[config.mk]
export PLATFORM = sky130hd
export DESIGN_NAME = radio_packet_deframer_double_buffer
export DESIGN_NICKNAME = d
export VERILOG_FILES = /design/src/hw/rtl/rpd_pkg.sv /design/src/hw/rtl/rpd_front.sv /design/src/hw/rtl/rpd_queue.sv /design/src/hw/rtl/rpd_back.sv /design/src/hw/rtl/radio_packet_deframer_double_buffer.sv
export SDC_FILE = /design/constraint.sdc
export NUM_CORES = 1
export LEC_CHECK = 0
export BUFFER_PORTS_ARGS = -buffer_cell sky130_fd_sc_hd__buf_2
export CAP_MARGIN = 20
export CORE_MARGIN = 2
export CORE_UTILIZATION = 50
export DETAILED_ROUTE_END_ITERATION = 7
export MAX_ROUTING_LAYER = met4
export PLACE_DENSITY = 0.75
export SLEW_MARGIN = 5
export SYNTH_ARGS = -nofsm -noshare
export SYNTH_HDL_FRONTEND = slang
export SYNTH_SLANG_ARGS = --single-unit
[constraint.sdc]
create_clock -name clk -period 16.8 [get_ports clk]
set_input_delay 0.84 -clock clk [delete_from_list [all_inputs] [get_ports clk]]
set_output_delay 0.84 -clock clk [all_outputs]
set_load 0.005 [all_outputs]
[src/hw/rtl/rpd_pkg.sv]
package rpd_pkg;

	// size limit of one receive buffer, before the buffer_bytes register is applied
	localparam int unsigned BUF_BYTES = 16384;
	localparam int unsigned COUNT_CAP = 16384;
	localparam int unsigned SIZE_CAP  = (BUF_BYTES < COUNT_CAP) ? BUF_BYTES : COUNT_CAP;
	localparam int unsigned CNT_W     = 15;
	localparam int unsigned SLOT_W    = 9;
	localparam int unsigned SLOT_LSB  = 5;

	localparam logic [CNT_W-1:0] SIZE_CAP_W         = CNT_W'(SIZE_CAP);
	localparam logic [CNT_W-1:0] SLOT_BYTES         = CNT_W'(32);
	localparam logic [CNT_W-1:0] BUFFER_BYTES_RESET = CNT_W'(10240);

	localparam logic [63:0] START_MARK = 64'h5566778811223344;
	localparam logic [63:0] END_MARK   = 64'h4433221188776655;
	localparam logic [15:0] CMD_STORE  = 16'd1;

	localparam int unsigned QUEUE_DEPTH = 2;
	localparam int unsigned QPTR_W      = (QUEUE_DEPTH > 1) ? $clog2(QUEUE_DEPTH) : 1;
	localparam int unsigned QCNT_W      = $clog2(QUEUE_DEPTH + 1);

	typedef enum logic [1:0] {
		KIND_TAKE,
		KIND_START,
		KIND_END,
		KIND_DATA
	} rpd_kind_t;

	typedef enum logic [3:0] {
		EV_IGNORED  = 4'd0,
		EV_STARTED  = 4'd1,
		EV_STORED   = 4'd2,
		EV_DROPPED  = 4'd3,
		EV_COMPLETE = 4'd4,
		EV_LOST     = 4'd5,
		EV_NOBUF    = 4'd6,
		EV_TAKEN    = 4'd7,
		EV_NONE     = 4'd8
	} rpd_event_t;

	typedef enum logic {
		CFG_BUFFERS_READY = 1'b0,
		CFG_BUFFER_BYTES  = 1'b1
	} rpd_cfg_reg_t;

	typedef struct packed {
		rpd_kind_t   kind;
		logic [15:0] cmd;
		logic [31:0] len;
		logic [63:0] w0;
		logic [63:0] w1;
		logic [63:0] w2;
		logic [63:0] w3;
	} rpd_item_t;

	typedef struct packed {
		logic empty;
		logic full;
	} rpd_q_status_t;

	typedef struct packed {
		logic             buffers_ready;
		logic [CNT_W-1:0] buffer_bytes;
	} rpd_cfg_t;

endpackage

[src/hw/rtl/rpd_front.sv]
module rpd_front import rpd_pkg::*; (
	input  logic          in_valid,
	output logic          in_stall,
	input  logic          mode,
	input  logic [63:0]   payload_word0,
	input  logic [63:0]   payload_word1,
	input  logic [63:0]   payload_word2,
	input  logic [63:0]   payload_word3,
	input  rpd_q_status_t q_status,
	output logic          push,
	output rpd_item_t     item
);

	assign in_stall = q_status.full;
	assign push     = in_valid && !q_status.full;

	always_comb begin
		item.w0 = payload_word0;
		item.w1 = payload_word1;
		item.w2 = payload_word2;
		item.w3 = payload_word3;
		// command id is byte 8 high, byte 9 low; length is bytes 10..13
		item.cmd = {payload_word1[7:0], payload_word1[15:8]};
		item.len = payload_word1[47:16];
		if (mode) begin
			item.kind = KIND_TAKE;
		end else if (payload_word0 == START_MARK) begin
			item.kind = KIND_START;
		end else if (payload_word0 == END_MARK) begin
			item.kind = KIND_END;
		end else begin
			item.kind = KIND_DATA;
		end
	end

endmodule

[src/hw/rtl/rpd_queue.sv]
module rpd_queue import rpd_pkg::*; (
	input  logic          clk,
	input  logic          arst_n,
	input  logic          push,
	input  rpd_item_t     push_item,
	input  logic          pop,
	output rpd_item_t     head_item,
	output rpd_q_status_t status
);

	rpd_item_t         entry_q [QUEUE_DEPTH];
	logic [QPTR_W-1:0] wr_ptr_q;
	logic [QPTR_W-1:0] rd_ptr_q;
	logic [QCNT_W-1:0] count_q;
	logic              do_pop;

	assign status.empty = (count_q == '0);
	assign status.full  = (count_q == QCNT_W'(QUEUE_DEPTH));
	assign head_item    = entry_q[rd_ptr_q];
	assign do_pop       = pop && !status.empty;

	always_ff @(posedge clk) begin
		if (push) begin
			entry_q[wr_ptr_q] <= push_item;
		end
	end

	always_ff @(posedge clk or negedge arst_n) begin
		if (!arst_n) begin
			wr_ptr_q <= '0;
			rd_ptr_q <= '0;
			count_q  <= '0;
		end else begin
			if (push) begin
				wr_ptr_q <= (wr_ptr_q == QPTR_W'(QUEUE_DEPTH - 1)) ? '0 : wr_ptr_q + 1'b1;
			end
			if (do_pop) begin
				rd_ptr_q <= (rd_ptr_q == QPTR_W'(QUEUE_DEPTH - 1)) ? '0 : rd_ptr_q + 1'b1;
			end
			case ({push, do_pop})
				2'b10:   count_q <= count_q + 1'b1;
				2'b01:   count_q <= count_q - 1'b1;
				default: count_q <= count_q;
			endcase
		end
	end

endmodule

[src/hw/rtl/rpd_back.sv]
module rpd_back import rpd_pkg::*; (
	input  logic              clk,
	input  logic              arst_n,
	input  rpd_cfg_t          cfg,
	input  rpd_q_status_t     q_status,
	input  rpd_item_t         head_item,
	output logic              pop,
	output logic              out_valid,
	input  logic              out_stall,
	output logic [3:0]        event_res,
	output logic              write_enable,
	output logic              write_buffer,
	output logic [SLOT_W-1:0] write_slot,
	output logic [63:0]       data_word0,
	output logic [63:0]       data_word1,
	output logic [63:0]       data_word2,
	output logic [63:0]       data_word3,
	output logic [1:0]        take_buffer,
	output logic [CNT_W-1:0]  take_length
);

	// deframer state
	logic             active_buffer_q, active_buffer_n;
	logic             active_valid_q, active_valid_n;
	logic [15:0]      command_id_q, command_id_n;
	logic [31:0]      expected_length_q, expected_length_n;
	logic [1:0]       buffer_full_q, buffer_full_n;
	logic [CNT_W-1:0] rb_q [2];
	logic [CNT_W-1:0] rb_n [2];
	logic             newest_buffer_q, newest_buffer_n;

	// result register
	logic             out_valid_q;
	rpd_event_t       ev_q, ev_n;
	logic             wen_q, wen_n;
	logic             wbuf_q, wbuf_n;
	logic [SLOT_W-1:0] slot_q, slot_n;
	logic [63:0]      d0_q, d1_q, d2_q, d3_q;
	logic [63:0]      d0_n, d1_n, d2_n, d3_n;
	logic [1:0]       tbuf_q, tbuf_n;
	logic [CNT_W-1:0] tlen_q, tlen_n;

	logic             fire;
	logic             pick;
	logic             cur;
	logic [CNT_W-1:0] cnt;
	logic [CNT_W-1:0] limit;

	assign pop  = !out_valid_q || !out_stall;
	assign fire = pop && !q_status.empty;

	assign limit = (cfg.buffer_bytes < SIZE_CAP_W) ? cfg.buffer_bytes : SIZE_CAP_W;
	assign cur   = active_buffer_q;
	assign cnt   = rb_q[active_buffer_q];

	always_comb begin
		active_buffer_n   = active_buffer_q;
		active_valid_n    = active_valid_q;
		command_id_n      = command_id_q;
		expected_length_n = expected_length_q;
		buffer_full_n     = buffer_full_q;
		rb_n[0]           = rb_q[0];
		rb_n[1]           = rb_q[1];
		newest_buffer_n   = newest_buffer_q;
		ev_n   = EV_IGNORED;
		wen_n  = 1'b0;
		wbuf_n = 1'b0;
		slot_n = '0;
		d0_n   = '0;
		d1_n   = '0;
		d2_n   = '0;
		d3_n   = '0;
		tbuf_n = '0;
		tlen_n = '0;
		pick   = 1'b0;
		case (head_item.kind)
			KIND_TAKE: begin
				if (buffer_full_q[0] && buffer_full_q[1]) begin
					pick = newest_buffer_q;
				end else if (buffer_full_q[0]) begin
					pick = 1'b0;
				end else begin
					pick = 1'b1;
				end
				if (buffer_full_q != 2'b00) begin
					ev_n   = EV_TAKEN;
					tbuf_n = {pick, ~pick};
					tlen_n = rb_q[pick];
					buffer_full_n[pick] = 1'b0;
				end else begin
					ev_n = EV_NONE;
				end
			end
			KIND_START: begin
				if (!cfg.buffers_ready) begin
					active_valid_n = 1'b0;
					ev_n           = EV_NOBUF;
				end else begin
					if (!buffer_full_q[0]) begin
						pick = 1'b0;
					end else if (!buffer_full_q[1]) begin
						pick = 1'b1;
					end else begin
						pick = ~newest_buffer_q;
					end
					active_buffer_n     = pick;
					active_valid_n      = 1'b1;
					buffer_full_n[pick] = 1'b0;
					rb_n[pick]          = '0;
					command_id_n        = head_item.cmd;
					expected_length_n   = head_item.len;
					ev_n                = EV_STARTED;
				end
			end
			KIND_END, KIND_DATA: begin
				if (command_id_q != CMD_STORE) begin
					ev_n = EV_IGNORED;
				end else if (!active_valid_q) begin
					ev_n = EV_NOBUF;
				end else if (head_item.kind == KIND_END) begin
					if ({{(32 - CNT_W){1'b0}}, cnt} == expected_length_q) begin
						buffer_full_n[cur] = 1'b1;
						newest_buffer_n    = cur;
						ev_n               = EV_COMPLETE;
					end else begin
						rb_n[cur] = '0;
						ev_n      = EV_LOST;
					end
				end else if (({{(32 - CNT_W){1'b0}}, cnt} < expected_length_q) &&
						(cnt < limit)) begin
					ev_n      = EV_STORED;
					wen_n     = 1'b1;
					wbuf_n    = cur;
					// slot index is the count in 32-byte units
					slot_n    = cnt[SLOT_LSB +: SLOT_W];
					d0_n      = head_item.w0;
					d1_n      = head_item.w1;
					d2_n      = head_item.w2;
					d3_n      = head_item.w3;
					rb_n[cur] = cnt + SLOT_BYTES;
				end else begin
					ev_n = EV_DROPPED;
				end
			end
			default: begin
				ev_n = EV_IGNORED;
			end
		endcase
	end

	always_ff @(posedge clk or negedge arst_n) begin
		if (!arst_n) begin
			active_buffer_q   <= 1'b0;
			active_valid_q    <= 1'b0;
			command_id_q      <= '0;
			expected_length_q <= '0;
			buffer_full_q     <= '0;
			rb_q[0]           <= '0;
			rb_q[1]           <= '0;
			newest_buffer_q   <= 1'b0;
			out_valid_q       <= 1'b0;
		end else begin
			if (fire) begin
				active_buffer_q   <= active_buffer_n;
				active_valid_q    <= active_valid_n;
				command_id_q      <= command_id_n;
				expected_length_q <= expected_length_n;
				buffer_full_q     <= buffer_full_n;
				rb_q[0]           <= rb_n[0];
				rb_q[1]           <= rb_n[1];
				newest_buffer_q   <= newest_buffer_n;
				out_valid_q       <= 1'b1;
			end else if (!out_stall) begin
				out_valid_q <= 1'b0;
			end
		end
	end

	always_ff @(posedge clk) begin
		if (fire) begin
			ev_q   <= ev_n;
			wen_q  <= wen_n;
			wbuf_q <= wbuf_n;
			slot_q <= slot_n;
			d0_q   <= d0_n;
			d1_q   <= d1_n;
			d2_q   <= d2_n;
			d3_q   <= d3_n;
			tbuf_q <= tbuf_n;
			tlen_q <= tlen_n;
		end
	end

	assign out_valid    = out_valid_q;
	assign event_res    = ev_q;
	assign write_enable = wen_q;
	assign write_buffer = wbuf_q;
	assign write_slot   = slot_q;
	assign data_word0   = d0_q;
	assign data_word1   = d1_q;
	assign data_word2   = d2_q;
	assign data_word3   = d3_q;
	assign take_buffer  = tbuf_q;
	assign take_length  = tlen_q;

endmodule

[src/hw/rtl/radio_packet_deframer_double_buffer.sv]
// Radio payload deframer with two receive buffers. Each item is a 32-byte radio
// payload (mode 0) or a host take request (mode 1) and gives exactly one result
// item. Sustained rate is one item per clock while out_stall is low: the back end
// updates the buffer state for each item as it registers that item's result,
// and that update is what sets the rate. An accepted item passes through the
// classifier into a two-entry queue and from the queue head into the result
// register; the queue lets input keep flowing for two items while the output is
// stalled. Configuration (buffers_ready at index 0, buffer_bytes at index 1)
// should only be written while no item is in flight.
module radio_packet_deframer_double_buffer import rpd_pkg::*; (
	input  logic              clk,
	input  logic              arst_n,
	input  logic              cfg_write,
	input  logic              cfg_index,
	input  logic [CNT_W-1:0]  cfg_data,
	input  logic              in_valid,
	output logic              in_stall,
	input  logic              mode,
	input  logic [63:0]       payload_word0,
	input  logic [63:0]       payload_word1,
	input  logic [63:0]       payload_word2,
	input  logic [63:0]       payload_word3,
	output logic              out_valid,
	input  logic              out_stall,
	output logic [3:0]        event_res,
	output logic              write_enable,
	output logic              write_buffer,
	output logic [SLOT_W-1:0] write_slot,
	output logic [63:0]       data_word0,
	output logic [63:0]       data_word1,
	output logic [63:0]       data_word2,
	output logic [63:0]       data_word3,
	output logic [1:0]        take_buffer,
	output logic [CNT_W-1:0]  take_length
);

	rpd_cfg_t      cfg_q;
	rpd_q_status_t q_status;
	rpd_item_t     front_item;
	rpd_item_t     head_item;
	logic          push;
	logic          pop;

	always_ff @(posedge clk or negedge arst_n) begin
		if (!arst_n) begin
			cfg_q.buffers_ready <= 1'b0;
			cfg_q.buffer_bytes  <= BUFFER_BYTES_RESET;
		end else if (cfg_write) begin
			case (rpd_cfg_reg_t'(cfg_index))
				CFG_BUFFERS_READY: cfg_q.buffers_ready <= cfg_data[0];
				CFG_BUFFER_BYTES:  cfg_q.buffer_bytes  <= cfg_data;
				default:           cfg_q <= cfg_q;
			endcase
		end
	end

	rpd_front u_front (
		.in_valid      (in_valid),
		.in_stall      (in_stall),
		.mode          (mode),
		.payload_word0 (payload_word0),
		.payload_word1 (payload_word1),
		.payload_word2 (payload_word2),
		.payload_word3 (payload_word3),
		.q_status      (q_status),
		.push          (push),
		.item          (front_item)
	);

	rpd_queue u_queue (
		.clk       (clk),
		.arst_n    (arst_n),
		.push      (push),
		.push_item (front_item),
		.pop       (pop),
		.head_item (head_item),
		.status    (q_status)
	);

	rpd_back u_back (
		.clk          (clk),
		.arst_n       (arst_n),
		.cfg          (cfg_q),
		.q_status     (q_status),
		.head_item    (head_item),
		.pop          (pop),
		.out_valid    (out_valid),
		.out_stall    (out_stall),
		.event_res    (event_res),
		.write_enable (write_enable),
		.write_buffer (write_buffer),
		.write_slot   (write_slot),
		.data_word0   (data_word0),
		.data_word1   (data_word1),
		.data_word2   (data_word2),
		.data_word3   (data_word3),
		.take_buffer  (take_buffer),
		.take_length  (take_length)
	);

	// a store write goes out only with the stored event
	assert property (@(posedge clk) disable iff (!arst_n)
		out_valid |-> (write_enable == (event_res == EV_STORED)))
		else $error("write_enable does not match stored event");

	// a buffer is named on take only for the taken event, and never both buffers
	assert property (@(posedge clk) disable iff (!arst_n)
		out_valid |-> (((take_buffer != 2'b00) == (event_res == EV_TAKEN)) &&
			(take_buffer != 2'b11)))
		else $error("take_buffer inconsistent with event");

	// queue cannot be full and empty, and a full queue must hold off the input
	assert property (@(posedge clk) disable iff (!arst_n)
		!(q_status.full && q_status.empty) && !(q_status.full && push))
		else $error("queue status inconsistent");

endmodule
### After elaboration in Yosys (flattened, before gate mapping)

Memories as Yosys holds them, arrays and structs flattened.
Index checks and enable logic that the tools add are counted.

| storage, ports and cells | value |
|---|---|
| register bits after elaboration | 392 |
| bits in writable memories | 612 |
| output and inout port bits | 290 |
| memories kept | 1 |

| operators by class | value |
|---|---|
| add/sub/neg operators | 5 |
| order comparisons | 14 |
| eq/ne operators | 19 |
| mux-type cells | 59 |
| bitwise logic cells | 19 |
| reductions and logical operators | 30 |

Memories:

| memory | words | width | read ports | clocked after Yosys merged registers in | write ports | line | RTL |
|---|---|---|---|---|---|---|---|
| u_queue.entry_q | 2 | 306 | 1 | 0 | 1 | rpd_queue.sv:11 | `rpd_item_t entry_q [QUEUE_DEPTH];` |

Operators by type and width:

| operator | count |
|---|---|
| $mux 30 | 6 |
| $mux 15 | 9 |
| $eq 64x63->1 const B | 2 |
| $and 30x30->30 | 2 |
| $not 30->30 | 2 |
| $pmux 30 s2 | 1 |
| $eq 15x32->1 | 1 |
| $lt 15x32->1 | 1 |
| $bwmux 30 | 1 |
| $demux 15 s1 | 2 |
| $mux 1 | 21 |
| $mux 2 | 8 |
| $mux 4 | 4 |
| $ne 16x1->1 const B | 1 |
| $add 15x6->15 const B | 1 |
| $lt 15x15->1 | 1 |
| $lt 15x15->1 const B | 1 |
| $reduce_and 7->1 | 2 |
| $pmux 4 s3 | 1 |
| $ne 2x1->1 const B | 5 |
| $logic_and 1x1->1 | 9 |
| $eq 2x2->1 const B | 4 |
| $reduce_and 2->1 | 4 |
| $not 1->1 | 7 |
| other kinds (28) | 50 |

### Logic depth before layout (Yosys ltp)

Gate-level depths: netlist of the first run.

| logic depth | value |
|---|---|
| word-level depth | 14 |
| depth in mapped cells | 17 |
| gate-level depth less buffers | 11 |

### Hierarchy

A second synthesis of the first run with hierarchy kept.

| second synthesis, totals | value |
|---|---|
| cells, all modules | 2436 |
| area total of the unflattened synthesis | 42122.9 um^2 |

By module, submodules not included:

| module | times used | cells an instance | area an instance (um^2) | seq. area each (um^2) |
|---|---|---|---|---|
| rpd_queue | 1 | 969 | 23216.0 | 18477.7 |
| rpd_back | 1 | 1095 | 15701.3 | 10750.3 |
| rpd_front | 1 | 337 | 2561.2 | 0.0 |
| radio_packet_deframer_double_buffer | 1 | 35 | 644.4 | 402.9 |

### Worst setup path before layout of the first run

No wires, ideal clock.

| timing path | value |
|---|---|
| kind | input to register |
| start | in in_valid |
| end | mem u_queue.entry_q[0][0] (netlist bit) (enable) |
| arrival time | 11.621 ns |
| required time | 15.919 ns |
| path slack | 4.298 ns |
| stages | 2 |
| cell sequence | nand2_1 > nor2_1 |

| between the ends | value |
|---|---|
| longest elaborated chain between the ends | 3 |

RTL lines:

| item | line | RTL |
|---|---|---|
| from (decl) | radio_packet_deframer_double_buffer.sv:16 | `input logic in_valid,` |
| $logic_and 1x1->1 | rpd_front.sv:15 | `assign push = in_valid && !q_status.full;` |
| $mux 1 | rpd_queue.sv:23 | `if (push) begin` |
| $mux 1 (not written as such) | rpd_queue.sv:24 | `entry_q[wr_ptr_q] <= push_item;` |
| to (decl) | rpd_queue.sv:11 |  |

Every way passes these cells.

### Final worst setup path of the first run

| timing path | value |
|---|---|
| start | reg u_back.active_buffer_q |
| end | reg u_back.d2_q[9] (netlist: u_back.data_word2[9]), data pin |

| between the ends | value |
|---|---|
| longest elaborated chain between the ends | 8 |

RTL lines:

| item | line | RTL |
|---|---|---|
| from (decl) | rpd_back.sv:23 | `logic active_buffer_q, active_buffer_n;` |
| from (signal assigned) | rpd_back.sv:164 | `active_buffer_q <= active_buffer_n;` |
| $not 1->2 (not written as such) (*) | rpd_back.sv:54 | `assign cnt = rb_q[active_buffer_q];` |
| $mux 15 (not written as such) (*) (3 in series) | rpd_back.sv:54 |  |
| via u_back.cnt[11] | rpd_back.sv:46 | `logic [CNT_W-1:0] cnt;` |
| $lt 15x32->1 / $lt 15x15->1 (equally long branches) | rpd_back.sv:129, rpd_back.sv:130 |  |
| $logic_and 1x1->1 (*) | rpd_back.sv:129 | `end else if (({{(32 - CNT_W){1'b0}}, cnt} < expected_length_q) &&` |
| $not 1->1 (no source line) (*) | n/a |  |
| $reduce_or 5->1 (no source line) (*) | n/a |  |
| to (signal assigned) | rpd_back.sv:187 | `d2_q <= d2_n;` |
| to (decl) | rpd_back.sv:38 | `logic [63:0] d0_q, d1_q, d2_q, d3_q;` |

The timed path passes the listed nets; every way through them passes the cells marked *. The select of a mux whose other input is x is not followed.
A chain may end at the register's enable or synchronous reset.

==> results of run 1 <==
## flip-flops by register name, summed over array words and instances, names as in the netlist, 30 cells and up
signal and count:
u_back.data_word0 64, u_back.rb_q 30, u_back.data_word2 64, u_queue.entry_q 516, u_back.expected_length_q 32, u_back.data_word3 64
u_back.data_word1 64
## how the worst min path moves through the flow
stage,start,to,slack [ns],cells past startpoint
3_3_place_gp,u_back.command_id_q[1],u_back.command_id_q[1],0.46,2
2_1_floorplan,u_back.command_id_q[0],u_back.command_id_q[0],0.44,2
6_report,arst_n,u_back.rb_q[5],0.19,1
4_1_cts,arst_n,u_back.rb_q[5],0.17,1
5_1_grt,arst_n,u_back.rb_q[5],0.21,1
3_5_place_dp,u_back.command_id_q[1],u_back.command_id_q[1],0.46,2
## worst max-delay path, cell delays in order (launching register included)
cell	delay, ns
dfrtp_1	0.32
buf_4	0.40
mux2i_1	0.46
inv_1	0.20
ha_1	0.36
nand4_1	0.13
nor3_1	0.26
a21boi_0	0.30
o41ai_2	0.17
nand4_1	0.24
or2_4	0.56
buf_4	0.76
buf_4	0.76
nor2_1	0.16
## Yosys cell counts, drive strengths merged (2+ instances only)
| cell | number | share of area [%] |
|---|---|---|
| inv | 29 | 0.32 |
| xnor2 | 11 | 0.28 |
| a31oi | 6 | 0.11 |
| or3 | 5 | 0.092 |
| nor2 | 279 | 3.1 |
| o22ai | 9 | 0.17 |
| o41ai | 2 | 0.074 |
| and2 | 14 | 0.26 |
| o2bb2ai | 6 | 0.16 |
| nor4b | 12 | 0.31 |
| dfrtp | 102 | 7.5 |
| o211ai | 3 | 0.067 |
| nand4 | 11 | 0.22 |
| a22o | 10 | 0.26 |
| nand3b | 2 | 0.044 |
| nor2b | 3 | 0.055 |
| nand4b | 7 | 0.18 |
| ha | 31 | 1.1 |
| a211oi | 3 | 0.067 |
| mux2 | 27 | 0.91 |
| o21ai | 64 | 0.95 |
| nor4bb | 3 | 0.089 |
| mux2i | 265 | 7.8 |
| nor4 | 10 | 0.23 |
| o31ai | 4 | 0.089 |
| edfxtp | 804 | 71 |
| nor3 | 10 | 0.18 |
| and3 | 5 | 0.096 |
| a21o | 4 | 0.089 |
| a21oi | 25 | 0.37 |
| buf | 34 | 0.54 |
| dfstp | 2 | 0.16 |
| nand3 | 14 | 0.21 |
| clkbuf | 50 | 0.67 |
| nand2 | 112 | 1.2 |
| o21a | 3 | 0.067 |
| or4 | 3 | 0.10 |
| a221oi | 2 | 0.052 |
| or2 | 2 | 0.037 |
## cells by family after synthesis
group / after synthesis
compound gates: 148
simple gates: 495
mux: 292
buf+inv: 113
flops: 908
xor+xnor: 12
fa+ha+maj: 31
## metal layers
layer | vias up | track usage [%] | part of all wire, %
met4 | 0 | 8.57 | 3.3
li1 | 8738 | - | -
met3 | 164 | 5.96 | 7.3
met5 | - | - | 0
met1 | 9740 | 27.2 | 39
met2 | 724 | 37.2 | 51
## area by class of cell
type,instances,area [um2]
Inverter,29,116
Tap cell,873,1090
Clock inverter,51,548
Timing Repair Buffer,590,3050
Fill cell,4917,26300
Multi-Input combinational cell,978,6600
Clock buffer,118,2470
Antenna cell,31,77.6
Sequential cell,908,26800
## layout by cell type (no fill, tap or decap), types with 4 or more instances in the layout
| cell | Yosys | layout |
|---|---|---|
| nor3_1 | 9 | 9 |
| nand2_1 | 112 | 112 |
| nor4_1 | 9 | 9 |
| diode_2 | 0 | 31 |
| dfrtp_1 | 102 | 101 |
| buf_4 | 0 | 22 |
| nand3_1 | 14 | 14 |
| xnor2_1 | 11 | 11 |
| and2_1 | 13 | 13 |
| clkbuf_1 | 46 | 20 |
| clkinv_2 | 0 | 16 |
| a31oi_1 | 6 | 6 |
| edfxtp_1 | 804 | 804 |
| nor2_1 | 279 | 278 |
| clkinv_1 | 0 | 16 |
| mux2i_1 | 265 | 265 |
| clkinv_16 | 0 | 5 |
| clkbuf_8 | 4 | 5 |
| a21o_1 | 4 | 4 |
| buf_2 | 30 | 566 |
| nand4b_1 | 7 | 7 |
| or3_1 | 5 | 5 |
| clkbuf_16 | 0 | 93 |
| nor4b_1 | 12 | 12 |
| o22ai_1 | 9 | 9 |
| a21oi_1 | 25 | 25 |
| a22o_1 | 10 | 10 |
| nand4_1 | 10 | 10 |
| mux2_2 | 26 | 26 |
| o21ai_0 | 63 | 63 |
| o2bb2ai_1 | 6 | 6 |
| ha_1 | 31 | 31 |
| o31ai_1 | 4 | 4 |
| bufinv_16 | 0 | 6 |
| inv_1 | 28 | 27 |
## power by group through the flow
| stage | Combinational (mW) | Clock (mW) | Sequential [mW] |
|---|---|---|---|
| detailed placement | 1.45 | 0 | 3.42 |
| global placement | 1.43 | 0 | 3.40 |
| finish | 1.45 | 2.01 | 3.38 |
| CTS | 1.46 | 2.04 | 3.39 |
| floorplan | 0.841 | 0 | 3.56 |
| global route | 1.56 | 2.13 | 3.44 |
==> metrics, run 1 <==
I/O Buffers between 500 and 600; FF-to-FF Start u_back.active_buffer_q; Pint 4.83 mW; largest net degree at the start of global routing 131; Critical Path End Type flop; starting DRC count in detailed routing approximately 1.6k; Final HPWL DP 51800 um; Hold WS around 0.19 ns; RSZ-0062 raised after global routing false; total CTS buffers 92; Synth warnings 0; main combinational cell family by area after synthesis multiplexers; ANT nets after route 0; adder-cell share of the synthesized area 1.15%; IO Count about 570; post-synthesis register bit count between 900 and 1k; clock sinks ~910; sequential share of the synthesized area between 70% and 80%; Clock Tree Buf Depth 3; core region area 67000 um2; vias in the first global route roughly 20k; die area 69800 um2; Post-synth EDFFs about 800; setup TNS 0 ns; Post-CTS Hold Buffers 0; Final nets between 2k and 3k; kind of critical path reg -> reg; Synth Area in Simple Gates roughly 6.5%; Layout area overhead 20.2%; crit path from u_back.active_buffer_q; post-synth net total around 2.3k; initial antenna violation count 31; mux contribution to synthesized area between 8 and 9%; Peak Freq about 0.18 GHz; WP data required about 17 ns; Clock Skew 0.0525 ns; setup ws final about 11 ns; drt via density 5.41; Maximum Capacitance Violations 0; Critical Path AT approximately 5.9 ns; combinational group share of total power between 20% and 30%; Clk pin slew, worst setup/hold paths around 0.06 ns; Main synth FF type edfxtp_1; startpoint types flop; critical-path maximum fanout 77; Starting Density ~50%; DP Area 37600 um2; die height approximately 260 um; average cell area after synthesis about 17 um2; Post-CTS Setup Bufs 0; gpl congestion approximately 0.91; worst r2r dst u_back.data_word2[9]; NetSw about 2 mW; status complete, no violations; number of detailed-route iterations in the first pass 8; Post-Place Worst Slack between 10 and 15 ns; placed instance count between 3k and 4k; P per Cell Area 168 nW/um2; Synth Area in Compound Gates 2.72%; Final Hold Vio Count 0; fin util between 60% and 70%; capture point of the worst path u_back.data_word2[9]; # rows 95; die width approximately 260 um; actual slew at the worst max-slew pin roughly 1.1 ns; DRT Wirelength 79000 um; # H-tree levels 3; Tcrit/Tclk final 33.2%; min Tclk post-route ~5.6 ns; Resize count post-CTS 0; Synth Area in XOR/XNOR 0.310%; clk_lat worst skew 0.66 ns; TritonCTS clock tree done; Clk pwr share slightly below 30%; Sw Share a little under 30%; number of remaining DRC errors 0; layout cells sized above 1 around 29%; Hold Path Class in -> async; vias ~19k; GRT Total Usage about 23%; register-to-register setup slack around 11 ns; Async SR Flop Fraction roughly 11%; static leakage approximately 16 nW; Rel. slew slack between 20% and 30%; GRT overflow 0; Power Total around 6.8 mW; final instance area a little over 40000 um2; Mapped Cells 1999; maximum vdd drop 0.000114 V; Setup Viol. Count Final 0; WL per Instance approximately 22 um; synthesized area ~34000 um2; Unique masters post-synth 64; Max Transition Viols Final 0; first-pass GRT wire length between 100000 and 150000 um; sequential power share 49.5%; r2r worst-path depth 13; Finished Layout Cells roughly 3.6k; root buf cell clkbuf_16
No activity file was read; power rests on OpenSTA's default activity.
==> inputs of run 2 (changes only) <==
clock period = 5.8 ns   (was 16.8 ns; I/O delays follow)
==> metrics, run 2 (synthesis results as in run 1) <==
Largest Register u_queue.entry_q (unchanged); r2r worst-path depth 12 (was 13); core region area 67000 um2 (unchanged); maximum vdd drop 0.000392 V (was 0.000114 V); Max Transition Viols Final 0 (unchanged); Worst path most repeated cell buf_4 (unchanged); Final Hold Vio Count 0 (unchanged); area of the multi-input gates 6600 um2 (unchanged); Peak Freq 0.215 GHz (was 0.179 GHz); Final nets 3178 (was 2908); Worst path max stage delay 0.85 ns (was 0.76 ns); DRT Wirelength 88500 um (was 79000 um); HP Start cfg_write; FF-to-FF Start u_back.active_buffer_q (unchanged); status complete, no violations (unchanged); GRT overflow 0 (unchanged); WP data required 6.27 ns (was 17.17 ns); # rows 95 (unchanged); I/O Buffers 567 (unchanged); die area 69800 um2 (unchanged); commonest non-fill, non-tap cell in the layout edfxtp_1 (unchanged); Hold Path Class in -> reg (was in -> async); Post-Place Worst Slack 1.34 ns (was 11.33 ns); die height 264 um (unchanged); GRT Total Usage 25.6% (was 22.7%); number of remaining DRC errors 0 (unchanged); setup TNS 0 ns (unchanged); slowest CP cell dfrtp_1 (was buf_4); ANT nets after route 0 (unchanged); register-to-register setup slack 1.15 ns (was 11.22 ns); fillers 4415 (was 4917); Maximum Capacitance Violations 0 (unchanged); drt via density 5.49 (was 5.41); CP bufs+invs 3 (was 4); Clock Tree Buf Depth 3 (unchanged); clk_lat worst skew 0.67 ns (was 0.66 ns); RSZ-0062 raised after global routing false (unchanged); Hold WS 0.0528 ns (was 0.190 ns); vias 21.0k (was 19.4k); Post-CTS Setup Bufs 0 (unchanged); root buf cell clkbuf_16 (unchanged); number of detailed-route iterations in the first pass 5 (was 8); worst r2r dst u_back.data_word2[59] (was u_back.data_word2[9]); Storage cell area 26800 um2 (unchanged); Hold EP cfg_q[15]; setup ws final 1.15 ns (was 11.22 ns); static leakage 17.4 nW (was 16.2 nW); die width 264 um (unchanged); Crit path max-delay family simple AND/OR/NAND/NOR gates (was buffers and inverters); Clk pin slew, worst setup/hold paths 0.07 ns (was 0.06 ns); vias in the first global route 22.0k (was 19.7k); Hold Path Depth 3; layout cells sized above 1 26.1% (was 28.8%); first-pass GRT wire length 131000 um (was 117000 um); final instance area 43500 um2 (was 40700 um2); Starting Density 50.5% (unchanged); fin util 64.9% (was 60.7%); clock sinks 908 (unchanged); IO Count 568 (unchanged); actual slew at the worst max-slew pin 1.06 ns (was 1.13 ns); starting DRC count in detailed routing 1925 (was 1572); largest net degree at the start of global routing 128 (was 131); Layout area overhead 28.6% (was 20.2%); Clock Skew 0.0558 ns (was 0.0525 ns); startpoint types flop (unchanged); min Tclk post-route 4.65 ns (was 5.58 ns); crit path cell chain buf_4, mux2_2, ha_1, nand4b_1, nor3_1, a21boi_0, o41ai_2, nand4_1, or2_4, buf_12, buf_4, nor2_1 (was buf_4, mux2i_1, inv_1, ha_1, nand4_1, nor3_1, a21boi_0, o41ai_2, nand4_1, or2_4, buf_4, buf_4, nor2_1); total CTS buffers 91 (was 92); Critical Path AT 5.12 ns (was 5.94 ns); max reg flops 516 (unchanged); TritonCTS clock tree done (unchanged); # H-tree levels 3 (unchanged); kind of critical path reg -> reg (unchanged); Setup Viol. Count Final 0 (unchanged); Final HPWL DP 51800 um (about the same); DP Area 37600 um2 (about the same); Critical Path End Type flop (unchanged); WL per Instance 23.1 um (was 22.1 um); gpl congestion 0.886 (was 0.913); initial antenna violation count 5 (was 31); critical-path maximum fanout 80 (was 77); Tcrit/Tclk final 80.2% (was 33.2%); Rel. slew slack 29.4% (was 23.9%); P per Cell Area 469 nW/um2 (was 168 nW/um2); commonest cells after routing, fill and taps aside 804 x edfxtp_1, 566 x buf_2, 278 x nor2_1 (unchanged)
run 2: changes by cell type in the layout (fill, tap and decap cells not counted), sizes merged:
| cell | previous run | this run |
|---|---|---|
| diode | 31 | 5 |
| clkinvlp | 3 | 5 |
| dlygate4sd3 | 0 | 275 |
| bufinv | 6 | 11 |
| buf | 590 | 585 |
| clkbuf | 118 | 116 |
| clkinv | 38 | 35 |
run 2: timing repair:
item,4_1_cts,5_1_grt
hold buffers,275,0
gates resized for setup,0,0
hold endpoints to repair,582,0
run 2: routing by layer:
layer	wire, um	GRT usage, %	share of wire (%)	up-vias
li1	-	-	-	9265
met1	33000	30.4	37	10477
met2	45800	43.4	52	1057
met3	6350	4.80	7.2	193
met4	3310	10.3	3.7	0
met5	0	-	0	-
run 2: area by class of cell:
class	count	area share (%)
inverter	29	0.259
clock inverter	55	1.55
multi-input combinational	978	15.2
tap	873	2.51
clock buffer	115	5.58
sequential	908	61.5
antenna	5	0.0288
timing repair buffer	861	13.4
run 2: how the worst max path moves through the flow:
stage                           start                     to  slack [ns]  cells past startpoint
4_1_cts        u_back.active_buffer_q   u_back.data_word3[3]        1.35                     12
3_3_place_gp   u_back.active_buffer_q  u_back.data_word2[39]        1.54                     12
3_5_place_dp   u_back.active_buffer_q  u_back.data_word2[23]        1.34                     12
5_1_grt        u_back.active_buffer_q  u_back.data_word2[59]        0.95                     12
2_1_floorplan      u_queue.count_q[0]     u_queue.count_q[1]       -0.29                      6
6_report       u_back.active_buffer_q  u_back.data_word2[59]        1.15                     12
run 2: power by group:
part	leakage, nW	switching [mW]	internal (mW)
combinational	6.83	2.82	1.63
sequential	9.03	0.669	9.19
clock	1.50	2.59	3.50
run 2: tightest hold or removal path: stages:
cell and delay (ns):
buf_2 0.08, nor2b_1 0.13, mux2_2 0.16
run 2: stage by stage:
step           instances  power, mW
6_report            3824       20.4
5_1_grt             3824       21.2
4_1_cts             3817       20.4
3_5_place_dp        3372       14.2
3_3_place_gp        3372       14.0
2_1_floorplan       1999       12.4
==> inputs of run 3 (changes only) <==
ABC_AREA = 1   (was not set)
PLACE_DENSITY = 0.78   (was 0.75)
clock period = 3.8 ns   (was 5.8 ns; I/O delays follow)
==> metrics, run 3 <==
critical-path maximum fanout 56 (was 80); Power Total 33.2 mW (was 20.4 mW); Final HPWL DP 55800 um (was 51800 um); die area 71300 um2 (was 69800 um2); Sw Share 32.3% (was 29.8%); post-synthesis register bit count 908 (unchanged); root buf cell clkbuf_16 (unchanged); WP data required 4.22 ns (was 6.27 ns); # rows 96 (was 95); synth cell count leaders 804 x edfxtp_1, 328 x nor2_1, 271 x nand2_1 (was 804 x edfxtp_1, 279 x nor2_1, 265 x mux2i_1); worst r2r dst u_back.data_word2[10] (was u_back.data_word2[59]); first-pass GRT wire length 139000 um (was 131000 um); clock sinks 908 (unchanged); number of remaining DRC errors 0 (unchanged); Max Transition Viols Final 0 (unchanged); number of detailed-route iterations in the first pass 5 (unchanged); ANT nets after route 0 (unchanged); Largest Register u_queue.entry_q (unchanged); slowest CP cell dfrtp_1 (unchanged); Synth area leader edfxtp_1 (unchanged); r2r worst-path depth 14 (was 12); fillers 4654 (was 4415); Main synth FF type edfxtp_1 (unchanged); layout cells sized above 1 24.2% (was 26.1%); setup ws final 0.187 ns (was 1.15 ns); total CTS buffers 89 (was 91); status complete, no violations (unchanged); drt via density 5.42 (was 5.49); starting DRC count in detailed routing 2074 (was 1925); maximum vdd drop 0.000877 V (was 0.000392 V); Async SR Flop Fraction 11.5% (unchanged); Starting Density 50.4% (was 50.5%); static leakage 18.3 nW (was 17.4 nW); DRT Wirelength 94100 um (was 88500 um); post-synth net total 2611 (was 2308); WL per Instance 22.4 um (was 23.1 um); Post-Place Worst Slack 0.495 ns (was 1.34 ns); CP bufs+invs 4 (was 3); Critical Path End Type flop (unchanged); GRT Total Usage 26.7% (was 25.6%); Hold Path Class in -> async (was in -> reg); startpoint types flop (unchanged); Peak Freq 0.277 GHz (was 0.215 GHz); Clock Skew 0.0524 ns (was 0.0558 ns); area of the multi-input gates 7130 um2 (was 6600 um2); DP Area 38800 um2 (was 37600 um2); crit path cell chain inv_2, buf_4, nand2_1, nand2_1, ha_1, a21oi_1, nor2_1, nor3_1, nand2_1, a21oi_1, nand4_1, buf_12, buf_12, nor2_1 (was buf_4, mux2_2, ha_1, nand4b_1, nor3_1, a21boi_0, o41ai_2, nand4_1, or2_4, buf_12, buf_4, nor2_1); setup TNS 0 ns (unchanged); sequential power share 46.7% (was 48.3%); min Tclk post-route 3.61 ns (was 4.65 ns); Worst path max stage delay 0.45 ns (was 0.85 ns); vias 22.8k (was 21.0k); Critical Path Stages 14 (was 12); Critical Path AT 4.03 ns (was 5.12 ns); sequential share of the synthesized area 77.3% (was 79.0%); FF-to-FF Start u_back.active_buffer_q (unchanged); initial antenna violation count 10 (was 5); Final nets 3494 (was 3178); Clk pin slew, worst setup/hold paths 0.07 ns (about the same); Synth warnings 0 (unchanged); P per Cell Area 745 nW/um2 (was 469 nW/um2); # H-tree levels 3 (unchanged); Storage cell area 26800 um2 (about the same); NetSw 10.7 mW (was 6.08 mW); Pint 22.5 mW (was 14.3 mW); die width 267 um (was 264 um); register-to-register setup slack 0.19 ns (was 1.15 ns); count leader, synth edfxtp_1 (unchanged); Post-synth EDFFs 804 (unchanged); Rel. slew slack 17.9% (was 29.4%); average cell area after synthesis 15.0 um2 (was 16.9 um2); Finished Layout Cells 4201 (was 3824); Mapped Cells 2302 (was 1999); final instance area 44600 um2 (was 43500 um2); vias in the first global route 23.4k (was 22.0k); placed instance count 3749 (was 3372); IO Count 568 (unchanged); capture point of the worst path u_back.data_word2[10] (was u_back.data_word2[59]); Clk pwr share 27.3% (was 29.8%); clk_lat worst skew 0.67 ns (about the same); TritonCTS clock tree done (unchanged); Clock Tree Buf Depth 3 (unchanged); kind of critical path reg -> reg (unchanged); share of the synthesized area in the top cell type 69.8% (was 71.3%); Final Hold Vio Count 0 (unchanged); GRT overflow 0 (unchanged); combinational group share of total power 26.0% (was 21.9%); Crit path max-delay family simple AND/OR/NAND/NOR gates (unchanged); crit path from u_back.active_buffer_q (unchanged); Synth area leaders edfxtp_1 70%, mux2i_1 7.4%, dfrtp_1 7.4%, nor2_1 3.6%, nand2_1 2.9% (was edfxtp_1 71%, mux2i_1 7.8%, dfrtp_1 7.5%, nor2_1 3.1%, nand2_1 1.2%); die height 267 um (was 264 um); RSZ-0062 raised after global routing false (unchanged); Maximum Capacitance Violations 0 (unchanged); Worst path most repeated cell nand2_1 (was buf_4); core region area 68600 um2 (was 67000 um2); gpl congestion 0.934 (was 0.886); Layout area overhead 28.9% (was 28.6%); Unique masters post-synth 45 (was 64); commonest non-fill, non-tap cell in the layout edfxtp_1 (unchanged); max reg flops 516 (unchanged); actual slew at the worst max-slew pin 1.23 ns (was 1.06 ns); largest net degree at the start of global routing 159 (was 128); Setup Viol. Count Final 0 (unchanged); Tcrit/Tclk final 95.1% (was 80.2%); I/O Buffers 567 (unchanged); synthesized area 34600 um2 (was 33800 um2); commonest cells after routing, fill and taps aside 804 x edfxtp_1, 566 x buf_2, 326 x nor2_1 (was 804 x edfxtp_1, 566 x buf_2, 278 x nor2_1)
## run 3: cell count changes after synthesis, sizes merged, moves of 8 or more
cell,before,now
nand2,112,274
inv,29,87
nor2,279,332
nand3,14,53
o21ai,64,93
a21oi,25,53
nand4,11,35
mux2,27,13
and2,14,3
clkbuf,50,61
a22o,10,0
mux2i,265,256
nor4b,12,3
xnor2,11,3
## run 3: power by group through the flow
stage / Combinational [mW] / Sequential, mW / Clock, mW
6_report: 8.66 / 15.5 / 9.08
5_1_grt: 9.33 / 15.7 / 9.55
4_1_cts: 8.56 / 15.4 / 9.06
3_5_place_dp: 8.28 / 15.5 / 0
3_3_place_gp: 8.10 / 15.4 / 0
2_1_floorplan: 4.59 / 15.5 / 0
## run 3: metal layers
metal	share of wire, %	GRT usage [%]	up-vias
li1	-	-	10132
met1	37	31.2	11239
met2	52	45.3	1165
met3	7.7	5.66	224
met4	3.7	10.4	0
met5	0	-	-
## run 3: cell type report
class                           instances  area share, %
Timing Repair Buffer                  888           13.8
Multi-Input combinational cell       1208           16.0
Antenna cell                           12         0.0673
Tap cell                              931           2.61
Clock inverter                         57           1.55
Inverter                               90          0.766
Clock buffer                          107           5.21
Sequential cell                       908           60.0
## run 3: what timing repair did
action	CTS	global route
buffers inserted	0	0
resized for setup	0	0
setup endpoints to repair	0	0
hold endpoints to repair	581	0
hold buffers	276	0
## run 3: worst min-delay path by stage
| stage | to | slack (ns) | depth (start not counted) |
|---|---|---|---|
| 2_1_floorplan | cfg_q[0] | -0.11 | 0 |
| 3_3_place_gp | u_back.out_valid | 0.26 | 1 |
| 3_5_place_dp | u_back.out_valid | 0.27 | 1 |
| 4_1_cts | u_back.rb_q[23] | 0.11 | 2 |
| 5_1_grt | u_back.rb_q[23] | 0.16 | 2 |
| 6_report | u_back.rb_q[23] | 0.14 | 2 |
## run 3: cell families after synthesis
family,after synthesis,synth area share (%)
flip-flops,908,77.3
AND/OR/NAND/NOR,729,8.65
multiplexers,269,7.83
buffers and inverters,186,2.15
AO/OA/AOI/OAI,173,2.78
adder cells (fa/ha/maj),31,1.12
XOR/XNOR,6,0.152
## run 3: per-stage QoR
stage	util, %	hold WS [ns]
after floorplan	-	-0.106
after global placement	56.5	0.263
after detailed placement	56.5	0.269
after CTS	65.0	0.105
after global routing	65.0	0.164
final	65.0	0.143
